### src/rtl/assert_macros.svh
// Assertion macros shared by the RTL of the vector ALU lane.
// Uses clk and rst of the including module; no other dependencies.
`ifndef ASSERT_MACROS_SVH
`define ASSERT_MACROS_SVH
`ifndef SYNTHESIS
`define ASSERT_HOLDS(lbl, prop, msg) \
  lbl: assert property (@(posedge clk) disable iff (rst) prop) else $error(msg);
`define ASSERT_NEVER(lbl, cond, msg) \
  lbl: assert property (@(posedge clk) disable iff (rst) !(cond)) else $error(msg);
`else
`define ASSERT_HOLDS(lbl, prop, msg)
`define ASSERT_NEVER(lbl, cond, msg)
`endif
`endif

### src/rtl/fvalu_pkg.sv
// Action codes, float constants and float helper functions for the vector ALU lane.
// No dependencies.
package fvalu_pkg;

  localparam int ACT_W = 5;

  localparam logic [ACT_W-1:0] ACT_SEL    = 5'd0;
  localparam logic [ACT_W-1:0] ACT_FADD   = 5'd1;
  localparam logic [ACT_W-1:0] ACT_FSUB   = 5'd2;
  localparam logic [ACT_W-1:0] ACT_FSUBR  = 5'd3;
  localparam logic [ACT_W-1:0] ACT_FMUL   = 5'd4;
  localparam logic [ACT_W-1:0] ACT_IMUL24 = 5'd5;
  localparam logic [ACT_W-1:0] ACT_FMIN   = 5'd6;
  localparam logic [ACT_W-1:0] ACT_FMAX   = 5'd7;
  localparam logic [ACT_W-1:0] ACT_IMAX   = 5'd8;
  localparam logic [ACT_W-1:0] ACT_IMIN   = 5'd9;
  localparam logic [ACT_W-1:0] ACT_UMIN   = 5'd10;
  localparam logic [ACT_W-1:0] ACT_UMAX   = 5'd11;
  localparam logic [ACT_W-1:0] ACT_LSHR   = 5'd12;
  localparam logic [ACT_W-1:0] ACT_ASHR   = 5'd13;
  localparam logic [ACT_W-1:0] ACT_LSHL   = 5'd14;
  localparam logic [ACT_W-1:0] ACT_LSHLR  = 5'd15;
  localparam logic [ACT_W-1:0] ACT_AND    = 5'd16;
  localparam logic [ACT_W-1:0] ACT_OR     = 5'd17;
  localparam logic [ACT_W-1:0] ACT_XOR    = 5'd18;
  localparam logic [ACT_W-1:0] ACT_FMAC   = 5'd19;
  localparam logic [ACT_W-1:0] ACT_FMADK  = 5'd20;
  localparam logic [ACT_W-1:0] ACT_ADDC   = 5'd21;
  localparam logic [ACT_W-1:0] ACT_ADD    = 5'd22;
  localparam logic [ACT_W-1:0] ACT_ADDCU  = 5'd23;
  localparam logic [ACT_W-1:0] ACT_SUBB   = 5'd24;
  localparam logic [ACT_W-1:0] ACT_SUBBU  = 5'd25;
  localparam logic [ACT_W-1:0] ACT_SUBRB  = 5'd26;
  localparam logic [ACT_W-1:0] ACT_SUBRBU = 5'd27;

  localparam logic [31:0] DEFAULT_NAN = 32'hFFC00000;
  localparam logic [31:0] QUIET_BIT   = 32'h00400000;
  localparam logic [7:0]  EXP_MAX     = 8'hFF;

  typedef logic [31:0] word_t;

  function automatic logic f_isnan(word_t x);
    return (x[30:23] == EXP_MAX) && (x[22:0] != 23'd0);
  endfunction

  function automatic logic f_isinf(word_t x);
    return (x[30:23] == EXP_MAX) && (x[22:0] == 23'd0);
  endfunction

  function automatic logic f_iszero(word_t x);
    return x[30:0] == 31'd0;
  endfunction

  function automatic logic f_lt(word_t a, word_t b);
    logic r;
    if (f_isnan(a) || f_isnan(b) || (f_iszero(a) && f_iszero(b))) begin
      r = 1'b0;
    end else if (a[31] != b[31]) begin
      r = a[31];
    end else if (!a[31]) begin
      r = a[30:0] < b[30:0];
    end else begin
      r = a[30:0] > b[30:0];
    end
    return r;
  endfunction

  function automatic logic [5:0] clz48(logic [47:0] p);
    logic [5:0] n;
    n = 6'd48;
    for (int i = 0; i < 48; i++) begin
      if (p[i]) n = 6'(47 - i);
    end
    return n;
  endfunction

  function automatic logic [4:0] clz27(logic [26:0] p);
    logic [4:0] n;
    n = 5'd27;
    for (int i = 0; i < 27; i++) begin
      if (p[i]) n = 5'(26 - i);
    end
    return n;
  endfunction

  // Rounds a 27-bit significand (hidden bit at 26, then guard, round, sticky)
  // to nearest even and packs it; an exponent of 1 with bit 26 clear is subnormal.
  function automatic word_t round_pack(logic s, logic [9:0] e, logic [26:0] m);
    logic        inc;
    logic [24:0] r;
    logic [9:0]  ee;
    logic [7:0]  ef;
    word_t       res;
    inc = m[2] & ((|m[1:0]) | m[3]);
    r = {1'b0, m[26:3]} + 25'(inc);
    ee = e;
    if (r[24]) begin
      r = r >> 1;
      ee = ee + 10'd1;
    end
    ef = r[23] ? ee[7:0] : 8'd0;
    if (ee >= 10'd255) begin
      res = {s, EXP_MAX, 23'd0};
    end else begin
      res = {s, ef, r[22:0]};
    end
    return res;
  endfunction

endpackage

### src/rtl/fvalu_int.sv
// Integer, logic, shift, select and float compare actions, one register stage.
// Depends on fvalu_pkg.
module fvalu_int (
  input  logic                      clk,
  input  logic [fvalu_pkg::ACT_W-1:0] action,
  input  logic [31:0]               a,
  input  logic [31:0]               b,
  input  logic                      cond,
  output logic [31:0]               res,
  output logic                      cy,
  output logic                      cv
);
  import fvalu_pkg::*;

  logic [31:0] res_next;
  logic        cy_next;
  logic        cv_next;
  logic [32:0] add_w;
  logic [32:0] sub_ab;
  logic [32:0] sub_ba;

  always_comb begin
    add_w  = {1'b0, a} + {1'b0, b};
    sub_ab = {1'b0, a} - {1'b0, b};
    sub_ba = {1'b0, b} - {1'b0, a};
    res_next = 32'd0;
    cy_next  = 1'b0;
    cv_next  = 1'b0;
    case (action)
      ACT_SEL:   res_next = cond ? b : a;
      ACT_FMIN:  res_next = f_lt(a, b) ? a : b;
      ACT_FMAX:  res_next = f_lt(b, a) ? a : b;
      ACT_IMAX:  res_next = ($signed(a) > $signed(b)) ? a : b;
      ACT_IMIN:  res_next = ($signed(a) < $signed(b)) ? a : b;
      ACT_UMIN:  res_next = (a < b) ? a : b;
      ACT_UMAX:  res_next = (a > b) ? a : b;
      ACT_LSHR:  res_next = b >> a[4:0];
      ACT_ASHR:  res_next = 32'($signed(b) >>> a[4:0]);
      ACT_LSHL:  res_next = a << b[4:0];
      ACT_LSHLR: res_next = b << a[4:0];
      ACT_AND:   res_next = a & b;
      ACT_OR:    res_next = a | b;
      ACT_XOR:   res_next = a ^ b;
      ACT_ADD:   res_next = add_w[31:0];
      ACT_ADDC, ACT_ADDCU: begin
        res_next = add_w[31:0];
        cy_next  = add_w[32];
        cv_next  = 1'b1;
      end
      ACT_SUBB, ACT_SUBBU: begin
        res_next = sub_ab[31:0];
        cy_next  = sub_ab[32];
        cv_next  = 1'b1;
      end
      ACT_SUBRB, ACT_SUBRBU: begin
        res_next = sub_ba[31:0];
        cy_next  = sub_ba[32];
        cv_next  = 1'b1;
      end
      default: res_next = 32'd0;
    endcase
  end

  always_ff @(posedge clk) begin
    res <= res_next;
    cy  <= cy_next;
    cv  <= cv_next;
  end

endmodule

### src/rtl/fvalu_mul.sv
// Three-stage multiplier: shared 25x25 signed array, leading-zero count,
// then normalize and round to a single-precision product. Depends on fvalu_pkg.
module fvalu_mul (
  input  logic        clk,
  input  logic [31:0] a,
  input  logic [31:0] b,
  input  logic        int_mode,
  output logic [31:0] prod,
  output logic [31:0] raw
);
  import fvalu_pkg::*;

  logic [7:0]         ea, eb;
  logic [24:0]        opa, opb;
  logic signed [49:0] full;
  logic [31:0]        spec_val;
  logic               spec;

  logic [47:0] s1_p;
  logic [31:0] s1_raw;
  logic [8:0]  s1_esum;
  logic        s1_sign;
  logic        s1_spec;
  logic [31:0] s1_spec_val;

  logic [47:0]        s2_p;
  logic [31:0]        s2_raw;
  logic [5:0]         s2_lz;
  logic signed [10:0] s2_e;
  logic               s2_sign;
  logic               s2_spec;
  logic [31:0]        s2_spec_val;

  logic [47:0]        ps, q;
  logic signed [10:0] shv;
  logic [5:0]         sh;
  logic               lost;
  logic [9:0]         ee;
  logic [31:0]        prod_next;

  always_comb begin
    ea  = a[30:23];
    eb  = b[30:23];
    opa = int_mode ? {a[23], a[23:0]} : {1'b0, |ea, a[22:0]};
    opb = int_mode ? {b[23], b[23:0]} : {1'b0, |eb, b[22:0]};
    full = $signed(opa) * $signed(opb);
    spec = 1'b1;
    if (f_isnan(a)) begin
      spec_val = a | QUIET_BIT;
    end else if (f_isnan(b)) begin
      spec_val = b | QUIET_BIT;
    end else if (f_isinf(a) || f_isinf(b)) begin
      spec_val = (f_iszero(a) || f_iszero(b)) ? DEFAULT_NAN : {a[31] ^ b[31], EXP_MAX, 23'd0};
    end else begin
      spec = 1'b0;
      spec_val = 32'd0;
    end
  end

  always_ff @(posedge clk) begin
    s1_p        <= full[47:0];
    s1_raw      <= full[31:0];
    s1_esum     <= {1'b0, (ea == 8'd0) ? 8'd1 : ea} + {1'b0, (eb == 8'd0) ? 8'd1 : eb};
    s1_sign     <= a[31] ^ b[31];
    s1_spec     <= spec;
    s1_spec_val <= spec_val;
  end

  always_ff @(posedge clk) begin
    s2_p        <= s1_p;
    s2_raw      <= s1_raw;
    s2_lz       <= clz48(s1_p);
    s2_e        <= $signed({2'b00, s1_esum}) - 11'sd126 - $signed({5'd0, clz48(s1_p)});
    s2_sign     <= s1_sign;
    s2_spec     <= s1_spec;
    s2_spec_val <= s1_spec_val;
  end

  always_comb begin
    ps  = s2_p << s2_lz;
    shv = 11'sd1 - s2_e;
    if (s2_e < 11'sd1) begin
      sh   = (shv > 11'sd63) ? 6'd63 : shv[5:0];
      q    = ps >> sh;
      lost = |(ps & ~({48{1'b1}} << sh));
      ee   = 10'd1;
    end else begin
      sh   = 6'd0;
      q    = ps;
      lost = 1'b0;
      ee   = s2_e[9:0];
    end
    if (s2_spec) begin
      prod_next = s2_spec_val;
    end else if (s2_p == 48'd0) begin
      prod_next = {s2_sign, 31'd0};
    end else begin
      prod_next = round_pack(s2_sign, ee, {q[47:22], (|q[21:0]) | lost});
    end
  end

  always_ff @(posedge clk) begin
    prod <= prod_next;
    raw  <= s2_raw;
  end

endmodule

### src/rtl/fvalu_add.sv
// Three-stage single-precision adder: align and add, leading-zero count,
// then normalize and round. Depends on fvalu_pkg.
module fvalu_add (
  input  logic        clk,
  input  logic [31:0] x,
  input  logic [31:0] y,
  input  logic        neg,
  output logic [31:0] sum
);
  import fvalu_pkg::*;

  logic [31:0] yn, big, sml, spec_val;
  logic        spec;
  logic [7:0]  el, es, d;
  logic [23:0] ml, ms;
  logic [26:0] ms27, al;
  logic [27:0] raw_sum;

  logic [27:0] s1_sum;
  logic [7:0]  s1_e;
  logic        s1_sign, s1_zs, s1_spec;
  logic [31:0] s1_spec_val;

  logic [27:0] s2_sum;
  logic [7:0]  s2_e;
  logic [4:0]  s2_lz;
  logic        s2_sign, s2_zs, s2_spec;
  logic [31:0] s2_spec_val;

  logic [7:0]  sh;
  logic [26:0] m27;
  logic [9:0]  ee;
  logic [31:0] sum_next;

  always_comb begin
    yn   = {y[31] ^ neg, y[30:0]};
    spec = 1'b1;
    if (f_isnan(x)) begin
      spec_val = x | QUIET_BIT;
    end else if (f_isnan(y)) begin
      spec_val = y | QUIET_BIT;
    end else if (f_isinf(x) && f_isinf(yn) && (x[31] != yn[31])) begin
      spec_val = DEFAULT_NAN;
    end else if (f_isinf(x)) begin
      spec_val = x;
    end else if (f_isinf(yn)) begin
      spec_val = yn;
    end else begin
      spec = 1'b0;
      spec_val = 32'd0;
    end
    if (x[30:0] < yn[30:0]) begin
      big = yn;
      sml = x;
    end else begin
      big = x;
      sml = yn;
    end
    el   = (big[30:23] == 8'd0) ? 8'd1 : big[30:23];
    es   = (sml[30:23] == 8'd0) ? 8'd1 : sml[30:23];
    ml   = {|big[30:23], big[22:0]};
    ms   = {|sml[30:23], sml[22:0]};
    d    = el - es;
    ms27 = {ms, 3'b000};
    if (d >= 8'd27) begin
      al = {26'd0, |ms};
    end else begin
      al = (ms27 >> d) | {26'd0, |(ms27 & ~({27{1'b1}} << d))};
    end
    if (big[31] ^ sml[31]) begin
      raw_sum = {1'b0, ml, 3'b000} - {1'b0, al};
    end else begin
      raw_sum = {1'b0, ml, 3'b000} + {1'b0, al};
    end
  end

  always_ff @(posedge clk) begin
    s1_sum      <= raw_sum;
    s1_e        <= el;
    s1_sign     <= big[31];
    s1_zs       <= big[31] & sml[31];
    s1_spec     <= spec;
    s1_spec_val <= spec_val;
  end

  always_ff @(posedge clk) begin
    s2_sum      <= s1_sum;
    s2_e        <= s1_e;
    s2_lz       <= clz27(s1_sum[26:0]);
    s2_sign     <= s1_sign;
    s2_zs       <= s1_zs;
    s2_spec     <= s1_spec;
    s2_spec_val <= s1_spec_val;
  end

  always_comb begin
    sh = 8'd0;
    if (s2_sum[27]) begin
      m27 = {s2_sum[27:2], |s2_sum[1:0]};
      ee  = {2'b00, s2_e} + 10'd1;
    end else begin
      sh  = ({3'd0, s2_lz} < (s2_e - 8'd1)) ? {3'd0, s2_lz} : (s2_e - 8'd1);
      m27 = s2_sum[26:0] << sh;
      ee  = {2'b00, s2_e} - {2'b00, sh};
    end
    if (s2_spec) begin
      sum_next = s2_spec_val;
    end else if (s2_sum == 28'd0) begin
      sum_next = {s2_zs, 31'd0};
    end else begin
      sum_next = round_pack(s2_sign, ee, m27);
    end
  end

  always_ff @(posedge clk) begin
    sum <= sum_next;
  end

endmodule

### src/rtl/gpu_vector_two_operand_alu_top.sv
// Top level of one vector ALU lane: integer unit, float multiplier and float adder.
// Depends on fvalu_pkg, fvalu_int, fvalu_mul, fvalu_add and assert_macros.svh.
//
// Channel  Handshake           Payload
// input    start / busy        action, operand_a, operand_b, accumulator, literal_k,
//                              lane_condition
// result   done (one cycle)    result_value, carry_bit, carry_valid
//
// One item can be transferred in every cycle while busy is low; the depth of the
// pipeline is set by the multiply then add chain.
// busy is high only during reset. Reset clears the valid bits of all stages.
// Results cannot be stalled; the pipeline always advances.
`include "assert_macros.svh"
module gpu_vector_two_operand_alu_top (
  input  logic                        clk,
  input  logic                        rst,
  input  logic                        start,
  output logic                        busy,
  input  logic [fvalu_pkg::ACT_W-1:0] action,
  input  logic [31:0]                 operand_a,
  input  logic [31:0]                 operand_b,
  input  logic [31:0]                 accumulator,
  input  logic [31:0]                 literal_k,
  input  logic                        lane_condition,
  output logic                        done,
  output logic [31:0]                 result_value,
  output logic                        carry_bit,
  output logic                        carry_valid
);
  import fvalu_pkg::*;

  logic [6:1]       vld;
  logic [ACT_W-1:0] act_p [1:6];
  logic [31:0]      a_p   [1:3];
  logic [31:0]      b_p   [1:3];
  logic [31:0]      d_p   [1:3];
  logic [31:0]      ir_p  [2:6];
  logic             icy_p [2:6];
  logic             icv_p [2:6];
  logic [31:0]      prod_p [4:6];
  logic [31:0]      raw_p  [4:6];

  logic [31:0] int_res, prod, raw, add_x, add_y, add_sum, res_next;
  logic        int_cy, int_cv, add_neg;

  assign busy = rst;

  fvalu_int u_int (
    .clk    (clk),
    .action (action),
    .a      (operand_a),
    .b      (operand_b),
    .cond   (lane_condition),
    .res    (int_res),
    .cy     (int_cy),
    .cv     (int_cv)
  );

  fvalu_mul u_mul (
    .clk      (clk),
    .a        (operand_a),
    .b        ((action == ACT_FMADK) ? literal_k : operand_b),
    .int_mode (action == ACT_IMUL24),
    .prod     (prod),
    .raw      (raw)
  );

  always_comb begin
    add_neg = (act_p[3] == ACT_FSUB) || (act_p[3] == ACT_FSUBR);
    if (act_p[3] inside {ACT_FMAC, ACT_FMADK}) begin
      add_x = prod;
      add_y = (act_p[3] == ACT_FMAC) ? d_p[3] : b_p[3];
    end else if (act_p[3] == ACT_FSUBR) begin
      add_x = b_p[3];
      add_y = a_p[3];
    end else begin
      add_x = a_p[3];
      add_y = b_p[3];
    end
  end

  fvalu_add u_add (
    .clk (clk),
    .x   (add_x),
    .y   (add_y),
    .neg (add_neg),
    .sum (add_sum)
  );

  always_ff @(posedge clk) begin
    if (rst) begin
      vld <= '0;
    end else begin
      vld <= {vld[5:1], start & ~busy};
    end
  end

  always_ff @(posedge clk) begin
    act_p[1] <= action;
    a_p[1]   <= operand_a;
    b_p[1]   <= operand_b;
    d_p[1]   <= accumulator;
    for (int i = 2; i <= 3; i++) begin
      a_p[i] <= a_p[i-1];
      b_p[i] <= b_p[i-1];
      d_p[i] <= d_p[i-1];
    end
    for (int i = 2; i <= 6; i++) begin
      act_p[i] <= act_p[i-1];
    end
    ir_p[2]  <= int_res;
    icy_p[2] <= int_cy;
    icv_p[2] <= int_cv;
    for (int i = 3; i <= 6; i++) begin
      ir_p[i]  <= ir_p[i-1];
      icy_p[i] <= icy_p[i-1];
      icv_p[i] <= icv_p[i-1];
    end
    prod_p[4] <= prod;
    raw_p[4]  <= raw;
    for (int i = 5; i <= 6; i++) begin
      prod_p[i] <= prod_p[i-1];
      raw_p[i]  <= raw_p[i-1];
    end
  end

  always_comb begin
    if (act_p[6] inside {ACT_FADD, ACT_FSUB, ACT_FSUBR, ACT_FMAC, ACT_FMADK}) begin
      res_next = add_sum;
    end else if (act_p[6] == ACT_FMUL) begin
      res_next = prod_p[6];
    end else if (act_p[6] == ACT_IMUL24) begin
      res_next = raw_p[6];
    end else begin
      res_next = ir_p[6];
    end
  end

  always_ff @(posedge clk) begin
    result_value <= res_next;
    if (rst) begin
      done        <= 1'b0;
      carry_bit   <= 1'b0;
      carry_valid <= 1'b0;
    end else begin
      done        <= vld[6];
      carry_bit   <= vld[6] & icy_p[6];
      carry_valid <= vld[6] & icv_p[6];
    end
  end

  `ASSERT_HOLDS(a_latency, done |-> $past(start && !busy, 7), "result without a transfer")
  `ASSERT_NEVER(a_carry_flag, carry_bit && !carry_valid, "carry bit without valid flag")
  `ASSERT_NEVER(a_carry_idle, carry_valid && !done, "carry flag outside a result")

endmodule

### config.mk
export PLATFORM = sky130hd
export DESIGN_NAME = gpu_vector_two_operand_alu_top
export DESIGN_NICKNAME = d
export VERILOG_FILES = /design/src/rtl/fvalu_pkg.sv /design/src/rtl/fvalu_int.sv /design/src/rtl/fvalu_mul.sv /design/src/rtl/fvalu_add.sv /design/src/rtl/gpu_vector_two_operand_alu_top.sv
export VERILOG_INCLUDE_DIRS = /design/src /design/src/rtl
export SDC_FILE = /design/constraint.sdc
export NUM_CORES = 2
export LEC_CHECK = 0
export ABC_AREA = 1
export BUFFER_PORTS_ARGS = -buffer_cell sky130_fd_sc_hd__buf_2
export CAP_MARGIN = 20
export CORE_MARGIN = 1.5
export CORE_UTILIZATION = 55
export CTS_BUF_LIST = sky130_fd_sc_hd__clkbuf_16
export DETAILED_ROUTE_END_ITERATION = 12
export PLACE_DENSITY = 0.67
export REMOVE_ABC_BUFFERS = 1
export SETUP_SLACK_MARGIN = 0.5
export SYNTH_ARGS = -nofsm -noshare
export SYNTH_HDL_FRONTEND = slang
export SYNTH_SLANG_ARGS = --single-unit
### constraint.sdc
create_clock -name clk -period 10.83 [get_ports clk]
set_input_delay 2.166 -clock clk [delete_from_list [all_inputs] [get_ports clk]]
set_output_delay 2.166 -clock clk [all_outputs]
set_load 0.005 [all_outputs]
==> Yosys cells after proc, flatten, opt, wreduce, memory -nomap -nowiden <==
Memory sizes are Yosys's and may differ from the RTL's.
Cells that the tools add are included.
{ "word_totals": {"ff_bits": 572, "out_inout_bits": 36, "mem_count": 9, "mem_bits_rw": 680, "wordCells": 367} }
{ "memory_table": {"columns": ["memory", "depth", "width", "rd", "rd_ports_with_merged_regs", "write_ports", "line", "source"], "rows": [
  ["ir_p", 5, 32, 5, 0, 5, "gpu_vector_two_operand_alu_top.sv:37", "logic [31:0] ir_p [2:6];"],
  ["a_p", 3, 32, 3, 0, 3, "gpu_vector_two_operand_alu_top.sv:34", "logic [31:0] a_p [1:3];"],
  ["b_p", 3, 32, 3, 0, 3, "gpu_vector_two_operand_alu_top.sv:35", "logic [31:0] b_p [1:3];"],
  ["d_p", 3, 32, 3, 0, 3, "gpu_vector_two_operand_alu_top.sv:36", "logic [31:0] d_p [1:3];"],
  ["prod_p", 3, 32, 3, 0, 3, "gpu_vector_two_operand_alu_top.sv:40", "logic [31:0] prod_p [4:6];"],
  ["raw_p", 3, 32, 3, 0, 3, "gpu_vector_two_operand_alu_top.sv:41", "logic [31:0] raw_p [4:6];"],
  ["3 more memories", null, null, null, null, null, null, null]
]} }
{ "classes": {"n_reduce_logical": 61, "eq_ne": 41, "n_addsub": 17, "shifts": 10, "multipliers": 1, "bitwise_logic": 21, "muxes": 149, "n_lt_le_gt_ge": 15} }
{ "ops": {"columns": ["op", "n"], "rows": [
  ["two-way mux 32 bit", 30],
  ["case mux 32 bit (17 select lines)", 1],
  ["two-way mux 6 bit", 33],
  ["two-way mux 24 bit", 6],
  ["nonzero test 23 bit", 5],
  ["zero test 31 bit", 3],
  ["less-than comparator 31 bit", 3],
  ["two-way mux 31 bit", 3],
  ["zero test 23 bit", 4],
  ["two-way mux 10 bit", 8],
  ["two-way mux 5 bit", 16],
  ["equality test 5 bit (second input constant)", 15],
  ["subtractor 32 x 32 -> 33 bit", 2],
  ["> comparator 32 bit", 2],
  ["less-than comparator 32 bit", 2],
  ["two-way mux 4 bit", 16],
  ["left shift 32 x 5 -> 32 bit", 2],
  ["> comparator 31 bit", 2],
  ["two-way mux 8 bit", 7],
  ["two-way mux 27 bit", 2],
  ["adder 24 x 1 -> 25 bit", 2],
  ["two-way mux 25 bit", 2],
  ["AND 48 bit", 1],
  ["zero test 48 bit", 1],
  ["other kinds (66)", 147]
]} }

==> Depth between registers and ports, before layout <==
{ "logic_depth": {"depth_word": 49, "depth_mapped": 76} }

==> Cells and area by module <==
A second synthesis with hierarchy kept.
{ "unflattened": {"hier_cells": 12860, "area_unflattened_um2": 89718.5} }
{ "by_module_without_submodules": {"columns": ["module", "cells_per_inst", "seq_area_each_um2", "n_inst", "area_per_inst_um2"], "rows": [
  ["fvalu_mul", 4966, 5084.9, 1, 37233.2],
  ["fvalu_int", 3732, 680.7, 1, 18744.2],
  ["gpu_vector_two_operand_alu_top", 1636, 14433.8, 1, 18288.8],
  ["fvalu_add", 2526, 3583.4, 1, 15452.3]
]} }

==> Worst setup path before layout <==
No wires, ideal clock.
{ "synth_timing": {"path_type": "in2reg", "start": "input port action[0] (netlist bit)", "end": "register u_mul.s1_p[46]", "t_arrival_ns": 9.784, "setup_slack_ns": 0.975, "n_path_buf": 2, "stages": 42, "setup_ns": 0.072, "path_cell_list": "nor2_1 -> inv_1 -> nor3_1 -> clkinv_1 -> clkbuf_1 -> nand2_1 -> o21ai_0 -> inv_1 -> clkbuf_1 -> nor2_1 -> fa_1 -> inv_1 -> fa_1 -> inv_1 -> fa_1 -> ha_1 -> fa_1 -> inv_1 -> (+6 left out) -> nand3_1 -> nand2_1 -> a21oi_1 -> inv_1 -> a21oi_1 -> o21ai_0 -> a21oi_1 -> o21ai_0 -> nand2_1 -> nand2_1 -> nand2_1 -> nand2_1 -> nand3_1 -> and2_1 -> o21ai_0 -> nand4_1 -> nand3_1 -> xor2_1"} }
{ "synth_via": {"elab_chain_len": 5, "word_cells_on_any_way": 7, "classes_between": "1 x mul; 2 x eq/ne; 3 x mux; 1 x reduce/logical"} }
{ "synth_rtl": {"columns": ["element", "line", "source"], "rows": [
  ["start: declaration", "gpu_vector_two_operand_alu_top.sv:19", "input logic [fvalu_pkg::ACT_W-1:0] action,"],
  ["equality test 5 bit", "gpu_vector_two_operand_alu_top.sv:62", ".b ((action == ACT_FMADK) ? literal_k : operand_b),"],
  ["two-way mux 32 bit", "gpu_vector_two_operand_alu_top.sv:62", null],
  ["OR reduction 8 bit", "fvalu_mul.sv:45", "opb = int_mode ? {b[23], b[23:0]} : {1'b0, |eb, b[22:0]};"],
  ["two-way mux 25 bit", "fvalu_mul.sv:45", null],
  ["multiplier 25 x 25 -> 48 bit *", "fvalu_mul.sv:46", "full = $signed(opa) * $signed(opb);"],
  ["net u_mul.full[46]", "fvalu_mul.sv:15", "logic signed [49:0] full;"],
  ["end signal: assignment", "fvalu_mul.sv:61", "s1_p <= full[47:0];"],
  ["end: declaration", "fvalu_mul.sv:19", "logic [47:0] s1_p;"]
]} }
Mark *: on every way through the listed nets, which the timed path passes. The rest lies on a longest branch.
A chain may end at the register's enable or synchronous reset.

==> Worst setup path in the final report <==
{ "layout_timing": {"start": "input port action[2] (netlist bit)", "end": "register u_mul.s1_p[45]"} }
The elaborated chain is that of the path after synthesis.

==> flow_summary.json <==
{
  "htree_levels": 3,
  "hold_depth": 0,
  "antenna_left": 0,
  "fin_area_mm2": 0.0904,
  "startpoint_type": "primary input",
  "yosysSeqAreaShare_pct": 28.7,
  "crit_path_end_kind": "flip-flop",
  "p_switching_uw": 17900,
  "portBuffers": 172,
  "drtIter0Drc": 11200,
  "antenna_found_initial": 38,
  "coreArea_mm2": 0.150,
  "status": "completed",
  "fin_crit_sh_pct": 91.1,
  "synthDistinctLibCells": 86,
  "crit_path_start": "action[2]",
  "clockRootBuffer": "clkbuf_16",
  "regArea_mm2": 0.0238,
  "hold_violations": 0,
  "fmax_mhz": 101,
  "slew_headroom_pct": 11.3,
  "critPathRequiredTime_ns": 11.47,
  "track_usage_pct": 46.1,
  "wl_per_cell_um": 27.2,
  "fin_setup_tns_ns": 0,
  "r2r_cells": 64,
  "final_common_cell": "nand2_1",
  "die_w_um": 391,
  "synth_edf_count": 0,
  "cts_tree": "done",
  "vias": 82000,
  "grt_max_degree": 75,
  "clkLatencyLatePin_ns": 0.78,
  "p_per_area_mw_per_mm2": 373,
  "ys_top_cells_by_area": "dfxtp_1 (29%), fa_1 (16%), nand2_1 (11%)",
  "slowest_stage": "nor2_1",
  "clock_sinks": 1188,
  "p_int_uw": 15900,
  "final.min_clock_period_ns": 9.87,
  "drive_above_1_share_pct": 8.17,
  "areaGrowthSynthToFinish_pct": 9.22,
  "setup_viol": 0,
  "sequentialPowerShare_pct": 19.4,
  "p_clk_share_pct": 11.5,
  "async_reset_ff_share_pct": 0,
  "rsz0062_at_grt": "yes",
  "avgSynthCellArea_um2": 7.48,
  "synth_area_mm2": 0.0828,
  "grt_pass1_vias": 78000,
  "start_util_pct": 55.3,
  "netlist_instances": 11100,
  "yosysTopAreaCell": "dfxtp_1",
  "die_h_um": 391,
  "grt_first_pass_wirelength_um": 516000,
  "cts.clk_slew.worst_paths_ns": 0.07,
  "crit_type": "primary input to flip-flop",
  "drv_slew": 0,
  "num_io_pins": 173,
  "grt_overflow_total": 0,
  "ys_ff_latch": 1188,
  "worst_slew_pin_slew_ns": 1.33,
  "hp-start": "a_p[0][39]",
  "p_comb_share_pct": 69.1,
  "max_stage_delay_ns": 0.55,
  "final_nets": 12300,
  "num_rows": 142,
  "gp_congestion": 1.13,
  "dpl-instance-area_mm2": 0.0865,
  "postCtsHoldBufs": 0,
  "cts_inserted_buffers": 109,
  "maxCapViolCount": 0,
  "p_sw_share_pct": 53.0,
  "final_cell_mix": "nand2_1 (2366), inv_1 (1508), dfxtp_1 (1188)",
  "ir_worst_vdd_mv": 1.12,
  "yosys_warnings": 0,
  "vias_per_cell": 6.17,
  "dpl.hpwl_um": 281000,
  "drc_errors": 0,
  "drt_first_pass_iters": 11,
  "crit_path_max_fanout": 52,
  "drt_wl_total_um": 361000,
  "clockBufferDepth": 3,
  "power_leakage_uw": 0.0425,
  "r2r-start": "act_p[0][16]",
  "final.fill_count": 13600,
  "fin_skew_ns": 0.0977,
  "die-area_mm2": 0.153,
  "multi_input_area_mm2": 0.0508,
  "synth_top_area_share_pct": 28.7,
  "hold_class": "flip-flop to flip-flop",
  "critPathArrivalTime_ns": 10.51,
  "synth_flop_cell": "dfxtp_1"
}
-- power by group through the flow --
stage                     Clock [uW]  Combinational, uW  Sequential (uW)
after floorplan                    0              15400             6140
after global placement             0              21800             6550
after detailed placement           0              22300             6580
after CTS                       3890              22500             6510
after global routing            4060              25500             6580
final                           3870              23400             6550
-- cell type report --
cell class / instances / share of cell area (%)
antenna: 28 / 0.0775
clock buffer: 110 / 3.04
clock inverter: 96 / 0.942
inverter: 1593 / 6.63
multi-input combinational: 7719 / 56.2
sequential: 1188 / 26.3
tap: 2016 / 2.79
timing repair buffer: 530 / 4.02
-- kinds of logic after synthesis --
family	after synthesis	synth area share (%)
simple gates	4039	20.2
compound gates	2417	17.0
buf+inv	2162	10.1
flops	1188	28.7
fa+ha+maj	1028	21.4
xor+xnor	170	1.81
mux	63	0.768
-- flip-flops by register name, summed over array words and instances (netlist names), 48 cells and up --
register    cells
prod_p         96
d_p            96
u_mul.s1_p     48
ir_p          160
b_p            96
raw_p          96
u_mul.s2_p     48
a_p            96
-- critical path: cells and delay by family --
kind                     cells  cell delay, ns
AO/OA/AOI/OAI                4            1.33
XOR/XNOR                     1            0.11
adder cells (fa/ha/maj)      8            3.80
buffers and inverters        9            1.22
AND/OR/NAND/NOR             12            1.85
-- final timing paths --
| check | end | slack (ns) |
|---|---|---|
| max | u_mul.s1_p[45] | 0.96 |
| min reg2reg | a_p[0][71] | 0.27 |
| min | a_p[0][71] | 0.27 |
| max reg2reg | u_add.s1_sum[24] | 1.02 |
-- per-stage QoR --
stage          util (%)  hold slack, ns  std cells  power, uW  setup WS, ns
3_3_place_gp       57.8           0.310      13000      28300         0.104
2_1_floorplan         -           0.310      10500      21500        -0.399
5_1_grt            60.4           0.293      13300      36200         0.484
4_1_cts            60.3           0.279      13200      32800         0.500
6_report           60.4           0.267      13300      33800         0.960
3_5_place_dp       57.8           0.312      13000      28800       -0.0160
-- Yosys cell counts, types with 39 or more instances --
cell and n:
a21oi_1 658, a31oi_1 53, buf_1 42, buf_2 40, clkbuf_1 453, clkinv_1 53
dfxtp_1 1188, fa_1 647, ha_1 381, inv_1 1499, inv_2 40, mux2i_1 59
nand2_1 2366, nand3_1 355, nand4_1 144, nor2_1 890, nor3_1 85, nor4_1 84
o2111ai_1 59, o211ai_1 98, o21ai_0 880, o21ai_1 166, o22ai_1 165, xnor2_1 39
xor2_1 130
-- layer usage --
metal	part of all wire (%)	global-route usage, %	wire [um]
met1	36	55.7	130000
met4	9.8	36.6	35400
met2	42	68.1	151000
met3	12	14.1	43600
met5	0.067	0	243
-- repair_timing --
item / 4_1_cts / 5_1_grt
gates resized for setup: 0 / 52
setup buffers: 0 / 3
endpoints found under the setup margin: 0 / 21
(Power assumes the default switching activity.)
